`src/rtl/core/motor_calibration_sequencer_assert.svh`:
```
// assertion macros for the motor calibration sequencer
// no dependencies; included inside the modules that check themselves
`ifndef MOTOR_CALIBRATION_SEQUENCER_ASSERT_SVH
`define MOTOR_CALIBRATION_SEQUENCER_ASSERT_SVH

// same-cycle implication under synchronous active-low reset
`define MCS_ASSERT_SAME(label, clk, rst_n, ante, cons, msg) \
    label: assert property (@(posedge clk) disable iff (!rst_n) (ante) |-> (cons)) \
        else $error(msg);

// next-cycle implication under synchronous active-low reset
`define MCS_ASSERT_NEXT(label, clk, rst_n, ante, cons, msg) \
    label: assert property (@(posedge clk) disable iff (!rst_n) (ante) |=> (cons)) \
        else $error(msg);

`endif

```
`src/rtl/core/mcs_pkg.sv`:
```
// types and constants of the motor calibration sequencer
// no dependencies; used by the channel interfaces and every module
`default_nettype none

package mcs_pkg;

    localparam int unsigned CFG_IDX_W  = 3;
    localparam int unsigned CFG_DATA_W = 16;

    // consecutive centred samples that end centering
    localparam logic [3:0] CENTERED_RUN = 4'd10;

    typedef enum logic [2:0] {
        PH_IDLE   = 3'd0,
        PH_CENTER = 3'd1,
        PH_PRE    = 3'd2,
        PH_DRIVE  = 3'd3,
        PH_POST   = 3'd4,
        PH_ABORT  = 3'd5
    } t_phase;

    typedef enum logic {
        OP_TICK  = 1'b0,
        OP_START = 1'b1
    } t_opcode;

    typedef enum logic [CFG_IDX_W-1:0] {
        CFG_GAIN        = 3'd0,
        CFG_BIAS_DRIVE  = 3'd1,
        CFG_CENTER_TOL  = 3'd2,
        CFG_UPPER_LIMIT = 3'd3,
        CFG_LOWER_LIMIT = 3'd4,
        CFG_SETTLE      = 3'd5,
        CFG_TRY_LIMIT   = 3'd6,
        CFG_SAMPLE_RATE = 3'd7
    } t_cfg_idx;

    typedef struct packed {
        logic [11:0]        gain;
        logic [14:0]        bias_drive;
        logic [14:0]        center_tolerance;
        logic [14:0]        upper_limit;
        logic signed [15:0] lower_limit;
        logic [15:0]        settle_ticks;
        logic [15:0]        center_try_limit;
        logic [15:0]        sample_rate;
    } t_cfg;

    localparam t_cfg CFG_RESET = '{
        gain:             12'd768,
        bias_drive:       15'd256,
        center_tolerance: 15'd82,
        upper_limit:      15'd32767,
        lower_limit:      16'h8000,
        settle_ticks:     16'd250,
        center_try_limit: 16'd666,
        sample_rate:      16'd333
    };

endpackage

`default_nettype wire

```
`src/rtl/core/mcs_in_if.sv`:
```
// input sample channel: valid, ready and one sample word
// depends on mcs_pkg
`default_nettype none

interface mcs_in_if import mcs_pkg::*; ();
    logic               valid;
    logic               ready;
    logic               opcode;
    logic signed [15:0] angle;
    logic signed [15:0] drive_request;
    logic               drive_done;

    modport source (output valid, output opcode, output angle, output drive_request,
                    output drive_done, input ready);
    modport sink   (input valid, input opcode, input angle, input drive_request,
                    input drive_done, output ready);
endinterface

`default_nettype wire

```
`src/rtl/core/mcs_out_if.sv`:
```
// result channel: valid, ready and one result word
// depends on mcs_pkg
`default_nettype none

interface mcs_out_if import mcs_pkg::*; ();
    logic               valid;
    logic               ready;
    logic signed [15:0] drive_voltage;
    logic signed [15:0] angle_echo;
    logic signed [31:0] angular_velocity;
    logic [2:0]         phase;
    logic [23:0]        tick_index;
    logic               report_valid;
    logic               run_done;

    modport source (output valid, output drive_voltage, output angle_echo,
                    output angular_velocity, output phase, output tick_index,
                    output report_valid, output run_done, input ready);
    modport sink   (input valid, input drive_voltage, input angle_echo,
                    input angular_velocity, input phase, input tick_index,
                    input report_valid, input run_done, output ready);
endinterface

`default_nettype wire

```
`src/rtl/core/mcs_cfg_if.sv`:
```
// register write channel: valid, ready, register index and write data
// depends on mcs_pkg
`default_nettype none

interface mcs_cfg_if import mcs_pkg::*; ();
    logic                  valid;
    logic                  ready;
    logic [CFG_IDX_W-1:0]  index;
    logic [CFG_DATA_W-1:0] data;

    modport source (output valid, output index, output data, input ready);
    modport sink   (input valid, input index, input data, output ready);
endinterface

`default_nettype wire

```
`src/rtl/core/motor_calibration_sequencer.sv`:
```
// motor calibration sequencer top level: sample register, run sequencer, result register
// depends on mcs_pkg, the channel interfaces, mcs_arith and the assertion macros
//
//   channel  | dir | word
//   ---------+-----+-----------------------------------------------------
//   i_in     | in  | opcode, angle, drive_request, drive_done
//   o_out    | out | drive_voltage, angle_echo, angular_velocity, phase, ...
//   i_cfg    | in  | register index and write data, always ready
//
// one word in and one result out per cycle while the result side is ready; an accepted
// word passes the sample register, then the result register
// the run state updates in the cycle a word leaves the sample register
// a stalled result holds both registers; input ready follows the result register
// synchronous reset returns registers to defaults and the run to idle
`default_nettype none
`include "motor_calibration_sequencer_assert.svh"

module motor_calibration_sequencer import mcs_pkg::*; (
    input  wire logic  i_clk,
    input  wire logic  i_rst_n,
    mcs_in_if.sink     i_in,
    mcs_out_if.source  o_out,
    mcs_cfg_if.sink    i_cfg
);

    t_cfg r_cfg;

    // sample register
    logic               r_s1_valid;
    t_opcode            r_s1_opcode;
    logic signed [15:0] r_s1_angle;
    logic signed [15:0] r_s1_req;
    logic               r_s1_done;

    // run state
    t_phase             r_phase,    n_phase;
    logic [3:0]         r_in_range, n_in_range;
    logic [15:0]        r_try,      n_try;
    logic [15:0]        r_settle,   n_settle;
    logic [23:0]        r_tick,     n_tick;
    logic signed [15:0] r_prev,     n_prev;

    // result register
    logic               r_o_valid;
    logic signed [15:0] r_o_drive,  n_o_drive;
    logic signed [15:0] r_o_echo,   n_o_echo;
    logic signed [31:0] r_o_vel,    n_o_vel;
    t_phase             r_o_phase,  n_o_phase;
    logic [23:0]        r_o_tix,    n_o_tix;
    logic               r_o_report, n_o_report;
    logic               r_o_done,   n_o_done;

    logic               w_adv;
    logic               w_fire;
    logic [16:0]        w_angle_x;
    logic [16:0]        w_mag;
    logic               w_centered;
    logic               w_out_of_range;
    logic [16:0]        w_settle_inc;
    logic               w_settle_zero;
    logic signed [15:0] w_center_drive;
    logic signed [31:0] w_velocity;

    assign w_adv      = !r_o_valid || o_out.ready;
    assign i_in.ready = !r_s1_valid || w_adv;
    assign w_fire     = r_s1_valid && w_adv;

    // register writes
    assign i_cfg.ready = 1'b1;

    always_ff @(posedge i_clk) begin
        if (!i_rst_n) begin
            r_cfg <= CFG_RESET;
        end else if (i_cfg.valid) begin
            unique case (t_cfg_idx'(i_cfg.index))
                CFG_GAIN:        r_cfg.gain             <= i_cfg.data[11:0];
                CFG_BIAS_DRIVE:  r_cfg.bias_drive       <= i_cfg.data[14:0];
                CFG_CENTER_TOL:  r_cfg.center_tolerance <= i_cfg.data[14:0];
                CFG_UPPER_LIMIT: r_cfg.upper_limit      <= i_cfg.data[14:0];
                CFG_LOWER_LIMIT: r_cfg.lower_limit      <= i_cfg.data;
                CFG_SETTLE:      r_cfg.settle_ticks     <= i_cfg.data;
                CFG_TRY_LIMIT:   r_cfg.center_try_limit <= i_cfg.data;
                CFG_SAMPLE_RATE: r_cfg.sample_rate      <= i_cfg.data;
            endcase
        end
    end

    // sample register
    always_ff @(posedge i_clk) begin
        if (!i_rst_n) begin
            r_s1_valid <= 1'b0;
        end else if (i_in.ready) begin
            r_s1_valid <= i_in.valid;
        end
    end

    always_ff @(posedge i_clk) begin
        if (i_in.valid && i_in.ready) begin
            r_s1_opcode <= t_opcode'(i_in.opcode);
            r_s1_angle  <= i_in.angle;
            r_s1_req    <= i_in.drive_request;
            r_s1_done   <= i_in.drive_done;
        end
    end

    mcs_arith u_arith (
        .i_angle        (r_s1_angle),
        .i_prev_angle   (r_prev),
        .i_cfg          (r_cfg),
        .o_center_drive (w_center_drive),
        .o_velocity     (w_velocity)
    );

    // |angle| needs 17 bits for the most negative sample
    assign w_angle_x      = {r_s1_angle[15], r_s1_angle};
    assign w_mag          = w_angle_x[16] ? (~w_angle_x + 17'd1) : w_angle_x;
    assign w_centered     = w_mag < {2'b00, r_cfg.center_tolerance};
    assign w_out_of_range = (w_mag > {2'b00, r_cfg.upper_limit}) ||
                            (r_s1_angle < $signed(r_cfg.lower_limit));
    assign w_settle_inc   = {1'b0, r_settle} + 17'd1;
    assign w_settle_zero  = (r_cfg.settle_ticks == 16'd0);

    // next run state
    always_comb begin
        n_phase    = r_phase;
        n_in_range = r_in_range;
        n_try      = r_try;
        n_settle   = r_settle;
        n_tick     = r_tick;
        n_prev     = r_prev;
        if (w_fire) begin
            if (r_s1_opcode == OP_START) begin
                n_phase    = PH_CENTER;
                n_in_range = 4'd0;
                n_try      = 16'd0;
                n_settle   = 16'd0;
                n_tick     = 24'd0;
            end else begin
                unique case (r_phase)
                    PH_CENTER: begin
                        n_prev = r_s1_angle;
                        if (w_centered) begin
                            n_in_range = (r_in_range == 4'hF) ? r_in_range
                                                              : r_in_range + 4'd1;
                        end else begin
                            n_in_range = 4'd0;
                        end
                        n_try = (r_try == 16'hFFFF) ? r_try : r_try + 16'd1;
                        // a try limit of zero ends after the first tick
                        if ((n_in_range >= CENTERED_RUN) || (n_try >= r_cfg.center_try_limit)) begin
                            n_settle = 16'd0;
                            n_phase  = w_settle_zero ? PH_DRIVE : PH_PRE;
                        end
                    end
                    PH_PRE, PH_DRIVE, PH_POST: begin
                        if (w_out_of_range) begin
                            n_phase = PH_ABORT;
                        end else begin
                            n_prev = r_s1_angle;
                            n_tick = (r_tick == 24'hFF_FFFF) ? r_tick : r_tick + 24'd1;
                            if (r_phase == PH_DRIVE) begin
                                if (r_s1_done) begin
                                    n_settle = 16'd0;
                                    n_phase  = w_settle_zero ? PH_IDLE : PH_POST;
                                end
                            end else begin
                                n_settle = w_settle_inc[15:0];
                                if (w_settle_inc >= {1'b0, r_cfg.settle_ticks}) begin
                                    n_settle = 16'd0;
                                    n_phase  = (r_phase == PH_PRE) ? PH_DRIVE : PH_IDLE;
                                end
                            end
                        end
                    end
                    default: begin
                    end
                endcase
            end
        end
    end

    // result word
    always_comb begin
        n_o_drive  = 16'sd0;
        n_o_echo   = r_s1_angle;
        n_o_vel    = 32'sd0;
        n_o_phase  = r_phase;
        n_o_tix    = 24'd0;
        n_o_report = 1'b0;
        n_o_done   = 1'b0;
        if (r_s1_opcode == OP_START) begin
            n_o_echo  = 16'sd0;
            n_o_phase = PH_CENTER;
        end else begin
            unique case (r_phase)
                PH_CENTER: begin
                    n_o_drive = w_center_drive;
                    n_o_vel   = w_velocity;
                end
                PH_PRE, PH_DRIVE, PH_POST: begin
                    if (w_out_of_range) begin
                        n_o_phase = PH_ABORT;
                        n_o_done  = 1'b1;
                    end else begin
                        n_o_vel    = w_velocity;
                        n_o_tix    = r_tick;
                        n_o_report = 1'b1;
                        n_o_drive  = (r_phase == PH_DRIVE) ? r_s1_req : 16'sd0;
                        n_o_done   = (n_phase == PH_IDLE);
                    end
                end
                default: begin
                end
            endcase
        end
    end

    always_ff @(posedge i_clk) begin
        if (!i_rst_n) begin
            r_phase    <= PH_IDLE;
            r_in_range <= 4'd0;
            r_try      <= 16'd0;
            r_settle   <= 16'd0;
            r_tick     <= 24'd0;
            r_prev     <= 16'sd0;
        end else begin
            r_phase    <= n_phase;
            r_in_range <= n_in_range;
            r_try      <= n_try;
            r_settle   <= n_settle;
            r_tick     <= n_tick;
            r_prev     <= n_prev;
        end
    end

    // result register
    always_ff @(posedge i_clk) begin
        if (!i_rst_n) begin
            r_o_valid <= 1'b0;
        end else if (w_adv) begin
            r_o_valid <= r_s1_valid;
        end
    end

    always_ff @(posedge i_clk) begin
        if (w_fire) begin
            r_o_drive  <= n_o_drive;
            r_o_echo   <= n_o_echo;
            r_o_vel    <= n_o_vel;
            r_o_phase  <= n_o_phase;
            r_o_tix    <= n_o_tix;
            r_o_report <= n_o_report;
            r_o_done   <= n_o_done;
        end
    end

    assign o_out.valid            = r_o_valid;
    assign o_out.drive_voltage    = r_o_drive;
    assign o_out.angle_echo       = r_o_echo;
    assign o_out.angular_velocity = r_o_vel;
    assign o_out.phase            = r_o_phase;
    assign o_out.tick_index       = r_o_tix;
    assign o_out.report_valid     = r_o_report;
    assign o_out.run_done         = r_o_done;

    // centering leaves as soon as the run count is reached
    `MCS_ASSERT_SAME(a_in_range_bound, i_clk, i_rst_n, 1'b1, r_in_range <= CENTERED_RUN, "centred run count overran")
    `MCS_ASSERT_NEXT(a_start_centers, i_clk, i_rst_n, w_fire && (r_s1_opcode == OP_START), r_phase == PH_CENTER, "start did not enter centering")
    `MCS_ASSERT_SAME(a_report_phase, i_clk, i_rst_n, r_o_valid && r_o_report, (r_o_phase == PH_PRE) || (r_o_phase == PH_DRIVE) || (r_o_phase == PH_POST), "report outside a reported phase")
    `MCS_ASSERT_SAME(a_abort_quiet, i_clk, i_rst_n, r_o_valid && r_o_done && !r_o_report, (r_o_phase == PH_ABORT) && (r_o_drive == 16'sd0) && (r_o_vel == 32'sd0), "abort word not quiet")

endmodule

`default_nettype wire

```
`src/rtl/core/mcs_arith.sv`:
```
// centering drive and angular velocity arithmetic, purely combinational
// depends on mcs_pkg
`default_nettype none

module mcs_arith import mcs_pkg::*; (
    input  wire logic signed [15:0] i_angle,
    input  wire logic signed [15:0] i_prev_angle,
    input  wire t_cfg               i_cfg,
    output logic signed [15:0]      o_center_drive,
    output logic signed [31:0]      o_velocity
);

    logic signed [28:0] w_prod;
    logic signed [28:0] w_p;
    logic signed [16:0] w_q;
    logic signed [17:0] w_bias;
    logic signed [17:0] w_drv;
    logic signed [16:0] w_diff;
    logic signed [33:0] w_vprod;

    // -kp * angle rounded half up, Q4.8 * Q3.12 -> Q7.8
    assign w_prod = $signed({1'b0, i_cfg.gain}) * i_angle;
    assign w_p    = 29'sd2048 - w_prod;
    assign w_q    = w_p[28:12];
    assign w_bias = $signed({3'b000, i_cfg.bias_drive});

    // bias pushes toward zero
    assign w_drv = (i_angle > 16'sd0) ? ($signed({w_q[16], w_q}) - w_bias)
                                      : ($signed({w_q[16], w_q}) + w_bias);

    always_comb begin
        if (w_drv > 18'sd32767) begin
            o_center_drive = 16'sh7FFF;
        end else if (w_drv < -18'sd32768) begin
            o_center_drive = 16'sh8000;
        end else begin
            o_center_drive = w_drv[15:0];
        end
    end

    assign w_diff  = $signed({i_angle[15], i_angle}) - $signed({i_prev_angle[15], i_prev_angle});
    assign w_vprod = w_diff * $signed({1'b0, i_cfg.sample_rate});

    always_comb begin
        if (w_vprod > 34'sh0_7FFF_FFFF) begin
            o_velocity = 32'sh7FFF_FFFF;
        end else if (w_vprod < -34'sh0_8000_0000) begin
            o_velocity = 32'sh8000_0000;
        end else begin
            o_velocity = w_vprod[31:0];
        end
    end

endmodule

`default_nettype wire

```
`src/flat_wrapper.sv`:
```
// flat-port wrapper written by rule: the top's interface ports become plain ports
module motor_calibration_sequencer_flat import mcs_pkg::*;
  (i_clk, i_rst_n, i_in_valid, i_in_opcode, i_in_angle, i_in_drive_request, i_in_drive_done, i_in_ready, o_out_valid, o_out_drive_voltage, o_out_angle_echo, o_out_angular_velocity, o_out_phase, o_out_tick_index, o_out_report_valid, o_out_run_done, o_out_ready, i_cfg_valid, i_cfg_index, i_cfg_data, i_cfg_ready);
  mcs_in_if i_in_i ();
  mcs_out_if o_out_i ();
  mcs_cfg_if i_cfg_i ();
  input  wire logic i_clk;
  input  wire logic i_rst_n;
  input wire logic [$bits(i_in_i.valid)-1:0] i_in_valid;
  input wire logic [$bits(i_in_i.opcode)-1:0] i_in_opcode;
  input wire logic [$bits(i_in_i.angle)-1:0] i_in_angle;
  input wire logic [$bits(i_in_i.drive_request)-1:0] i_in_drive_request;
  input wire logic [$bits(i_in_i.drive_done)-1:0] i_in_drive_done;
  output wire logic [$bits(i_in_i.ready)-1:0] i_in_ready;
  output wire logic [$bits(o_out_i.valid)-1:0] o_out_valid;
  output wire logic [$bits(o_out_i.drive_voltage)-1:0] o_out_drive_voltage;
  output wire logic [$bits(o_out_i.angle_echo)-1:0] o_out_angle_echo;
  output wire logic [$bits(o_out_i.angular_velocity)-1:0] o_out_angular_velocity;
  output wire logic [$bits(o_out_i.phase)-1:0] o_out_phase;
  output wire logic [$bits(o_out_i.tick_index)-1:0] o_out_tick_index;
  output wire logic [$bits(o_out_i.report_valid)-1:0] o_out_report_valid;
  output wire logic [$bits(o_out_i.run_done)-1:0] o_out_run_done;
  input wire logic [$bits(o_out_i.ready)-1:0] o_out_ready;
  input wire logic [$bits(i_cfg_i.valid)-1:0] i_cfg_valid;
  input wire logic [$bits(i_cfg_i.index)-1:0] i_cfg_index;
  input wire logic [$bits(i_cfg_i.data)-1:0] i_cfg_data;
  output wire logic [$bits(i_cfg_i.ready)-1:0] i_cfg_ready;
  assign i_in_i.valid = i_in_valid;
  assign i_in_i.opcode = i_in_opcode;
  assign i_in_i.angle = i_in_angle;
  assign i_in_i.drive_request = i_in_drive_request;
  assign i_in_i.drive_done = i_in_drive_done;
  assign i_in_ready = i_in_i.ready;
  assign o_out_valid = o_out_i.valid;
  assign o_out_drive_voltage = o_out_i.drive_voltage;
  assign o_out_angle_echo = o_out_i.angle_echo;
  assign o_out_angular_velocity = o_out_i.angular_velocity;
  assign o_out_phase = o_out_i.phase;
  assign o_out_tick_index = o_out_i.tick_index;
  assign o_out_report_valid = o_out_i.report_valid;
  assign o_out_run_done = o_out_i.run_done;
  assign o_out_i.ready = o_out_ready;
  assign i_cfg_i.valid = i_cfg_valid;
  assign i_cfg_i.index = i_cfg_index;
  assign i_cfg_i.data = i_cfg_data;
  assign i_cfg_ready = i_cfg_i.ready;
  motor_calibration_sequencer u_core (.i_clk(i_clk), .i_rst_n(i_rst_n), .i_in(i_in_i), .o_out(o_out_i), .i_cfg(i_cfg_i));
endmodule
```
`config.mk`:
```
export PLATFORM = sky130hd
export DESIGN_NAME = motor_calibration_sequencer_flat
export DESIGN_NICKNAME = d
export VERILOG_FILES = /design/src/rtl/core/mcs_pkg.sv /design/src/rtl/core/mcs_in_if.sv /design/src/rtl/core/mcs_out_if.sv /design/src/rtl/core/mcs_cfg_if.sv /design/src/rtl/core/motor_calibration_sequencer.sv /design/src/rtl/core/mcs_arith.sv /design/src/flat_wrapper.sv
export VERILOG_INCLUDE_DIRS = /design/src /design/src/rtl/core
export SDC_FILE = /design/constraint.sdc
export NUM_CORES = 2
export LEC_CHECK = 0
export BUFFER_PORTS_ARGS = -buffer_cell sky130_fd_sc_hd__buf_2
export CORE_UTILIZATION = 30
export DETAILED_ROUTE_END_ITERATION = 7
export RECOVER_POWER = 100
export SYNTH_ARGS = -nofsm -noshare
export SYNTH_HDL_FRONTEND = slang
export SYNTH_SLANG_ARGS = --single-unit
```
`constraint.sdc`:
```
create_clock -name i_clk -period 14.6 [get_ports i_clk]
set_input_delay 1.46 -clock i_clk [delete_from_list [all_inputs] [get_ports i_clk]]
set_output_delay 1.46 -clock i_clk [all_outputs]
set_load 0.005 [all_outputs]
```
==> flow_summary.json <==
{
  "cts_sinks": 329,
  "ys_seq_area_frac": 0.2192,
  "min_from": "u_core.r_cfg[59]$_SDFFE_PN0P_",
  "initial_utilization": 0.3032,
  "skew_ns": 0.03741,
  "wl_per_cell_um": 16.29,
  "cp_common_cell": "fa_1",
  "worst_pin_slew_ns": 4.596,
  "clock-root-buffer": "clkbuf_16",
  "cts_tree": "built",
  "dpl.hpwl_mm": 70.95,
  "clkLatencyLatePin_ns": 0.63,
  "cts_resized": 0,
  "worstPathArrival_ns": 12.05,
  "totalNegativeSetupSlack_ns": 0,
  "area_growth_pct": 10.73,
  "fillers": 12238,
  "cts_hold_buffers": 0,
  "hold_class": "register to register",
  "crit_type": "register to register",
  "grt_max_degree": 97,
  "hold_path_depth": 2,
  "rr_endpoint": "u_core.o_out.angular_velocity[30]$_SDFFCE_PP0P_",
  "p_per_area_mw_per_mm2": 203.6,
  "fp.dieW_um": 347.7,
  "gp_congestion": 0.8737,
  "synth_top_family_by_area": "adder cells",
  "post-route-period-util": 0.7946,
  "rrSetupSlack_ns": 3.00,
  "antenna_found_initial": 11,
  "clk_pin_slew_ns": 0.06,
  "synth_compound_gate_area_share": 0.1009,
  "cts_setup_buffers": 0,
  "r2r_cells": 31,
  "multiInputGateArea_mm2": 0.02455,
  "yosys.area_share.simple": 0.1818,
  "syn-num-nets": 4832,
  "drt_iter0_drc": 1393,
  "slowest_stage": "o21bai_1",
  "synthCells": 4031,
  "rsz0062_at_grt": "no",
  "final_antenna_net_count": 0,
  "pin_count": 154,
  "crit_buf_inv": 4,
  "regArea_mm2": 0.007858,
  "via_per_inst": 4.681,
  "hold_viol_final": 0,
  "overflow": 0,
  "vdd_ir_drop_max_uv": 193.0,
  "status": "complete, but fails checks",
  "final_cell_mix": "inv_1 (728), nand2_1 (571), fa_1 (457), ha_1 (286), and2_1 (251)",
  "crit_required_ns": 15.05,
  "synth_ff_type": "dfxtp_1",
  "max_cap_viol_count": 6,
  "slew_headroom": -2.064,
  "layout_commonest_cell": "inv_1",
  "synth_warnings": 0,
  "cts_htree_levels": 2,
  "grtUsageTotal": 0.1551,
  "grt_pass1_wl_mm": 150.0,
  "drc": 0,
  "grt_pass1_vias": 27488,
  "rr_startpoint": "u_core.r_s1_angle[2]$_DFFE_PP_",
  "cts_buffers": 45,
  "setup_viol": 0,
  "layout.core_utilization": 0.3357,
  "path_delay_family": "compound AO/OA/AOI/OAI gates",
  "drive_gt1_frac": 0.05934,
  "synth_xor_area_frac": 0.03923,
  "start_kind": "register",
  "end_kind": "register",
  "portBuffers": 152,
  "synth_seq_cells": 329,
  "die_h_um": 347.7,
  "place_area_mm2": 0.03822,
  "synthArstFlopShare": 0,
  "syn-mean-instance-area_um2": 8.893,
  "synth_cell_types": 80,
  "max_freq_mhz": 86.19,
  "dr.pass1.iters": 5,
  "p_leak_nw": 17.61,
  "worstPathMaxFanout": 25,
  "vias": 26527,
  "fin_crit_ns": 11.60,
  "die_area_mm2": 0.1209,
  "hold_ws_ns": 0.4680,
  "synth.area.mux_share": 0.005061,
  "synth_enable_flop_cells": 127,
  "wirelength_mm": 92.31,
  "clock_path_buffers": 3,
  "synthesis.area_mm2": 0.03585,
  "whs_endpoint": "u_core.r_cfg[59]$_SDFFE_PN0P_",
  "nets": 4894,
  "max_stage_delay_ns": 1.34,
  "violations": "capacitance limit, slew limit",
  "maxSlewViolCount": 348,
  "fp-row-count": 126,
  "fin_area_mm2": 0.03970,
  "synthAdderAreaFrac": 0.3561,
  "fp.coreArea_mm2": 0.1182
}
[how the worst max path moves through the flow]
stage          slack [ns]                                              end  cells after the start                           start
3_5_place_dp         4.07  u_core.o_out.angular_velocity[30]$_SDFFCE_PP0P_                     33  u_core.r_s1_angle[0]$_DFFE_PP_
2_1_floorplan        5.24   u_core.o_out.angular_velocity[4]$_SDFFCE_PP0P_                     37  u_core.r_s1_angle[0]$_DFFE_PP_
6_report             3.00  u_core.o_out.angular_velocity[30]$_SDFFCE_PP0P_                     31  u_core.r_s1_angle[2]$_DFFE_PP_
4_1_cts              4.09  u_core.o_out.angular_velocity[30]$_SDFFCE_PP0P_                     31  u_core.r_s1_angle[2]$_DFFE_PP_
3_3_place_gp         4.35  u_core.o_out.angular_velocity[11]$_SDFFCE_PP0P_                     33  u_core.r_s1_angle[0]$_DFFE_PP_
5_1_grt              1.92  u_core.o_out.angular_velocity[30]$_SDFFCE_PP0P_                     33  u_core.r_s1_angle[0]$_DFFE_PP_
[power breakdown]
part | switching (mW) | total (mW) | leakage [nW] | internal, mW
Clock | 0.458 | 1.20 | 0.783 | 0.739
Sequential | 0.0262 | 1.02 | 2.84 | 0.997
Combinational | 3.48 | 5.86 | 14.0 | 2.38
[through the flow]
stage | power [mW] | cells | setup WS [ns]
6_report | 8.080 | 5667 | 2.998
5_1_grt | 8.961 | 5665 | 1.916
4_1_cts | 8.164 | 5665 | 4.094
3_5_place_dp | 6.898 | 5582 | 4.069
3_3_place_gp | 6.854 | 5582 | 4.352
2_1_floorplan | 5.605 | 4031 | 5.240
[cells by family after synthesis]
group                    after synthesis
AO/OA/AOI/OAI                        527
AND/OR/NAND/NOR                     1335
flip-flops                           329
XOR/XNOR                             159
adder cells (fa/ha/maj)              747
multiplexers                          18
other                                  1
buffers and inverters                915
[cell type report]
type,instances,share of cell area
sequential,329,0.1979
clock buffer,62,0.03306
multi-input combinational,2787,0.6184
clock inverter,21,0.007313
tap,1536,0.04841
inverter,729,0.06897
timing repair buffer,201,0.02578
antenna,2,0.0001261
[flip-flops by register name, indices dropped and copies added (netlist names), 3 cells and up]
name                           flops
u_core.r_try                      16
u_core.r_settle                   16
u_core.o_out.angle_echo           16
u_core.o_out.drive_voltage        16
u_core.o_out.tick_index           24
u_core.r_s1_req                   16
u_core.r_tick                     24
u_core.r_phase                     3
u_core.o_out.angular_velocity     32
u_core.o_out.phase                 3
u_core.r_s1_angle                 16
u_core.r_in_range                  4
u_core.r_prev                     16
u_core.r_cfg                     121
[worst register-to-register path, delay by kind of cell, from the launching register on]
kind / cells / cell delay [ns]
adder cells (fa/ha/maj): 7 / 3.75
XOR/XNOR: 3 / 1.02
AO/OA/AOI/OAI: 12 / 3.80
AND/OR/NAND/NOR: 5 / 1.16
buffers and inverters: 4 / 0.88
flip-flops: 1 / 0.82
[synthesized netlist by cell type, types with 22 or more instances]
cell / n / area share
a21o_1: 39 / 0.0082
nand2_1: 571 / 0.060
xor2_1: 40 / 0.0098
edfxtp_1: 127 / 0.11
fa_1: 457 / 0.26
and3_1: 22 / 0.0038
o21ai_0: 80 / 0.011
o21a_1: 23 / 0.0048
xnor2_1: 118 / 0.029
a21boi_0: 102 / 0.021
nand2b_1: 35 / 0.0061
nor3_1: 47 / 0.0066
ha_1: 286 / 0.10
dfxtp_1: 202 / 0.11
a21oi_1: 100 / 0.014
inv_1: 728 / 0.076
nor2_1: 146 / 0.015
and2_1: 269 / 0.047
nand3_1: 58 / 0.0081
o211ai_1: 36 / 0.0075
clkbuf_1: 156 / 0.016
nor2b_1: 90 / 0.016
[per-layer routing]
metal  GRT usage  up-vias  routed length [µm]
met4     0.03003       10                1564
met2      0.2559      489               42470
met1      0.2145    13065               43880
met3     0.02404       97                4331
met5           0        -                  65
li1            -    12866                   -
(Power assumes the default switching activity.)
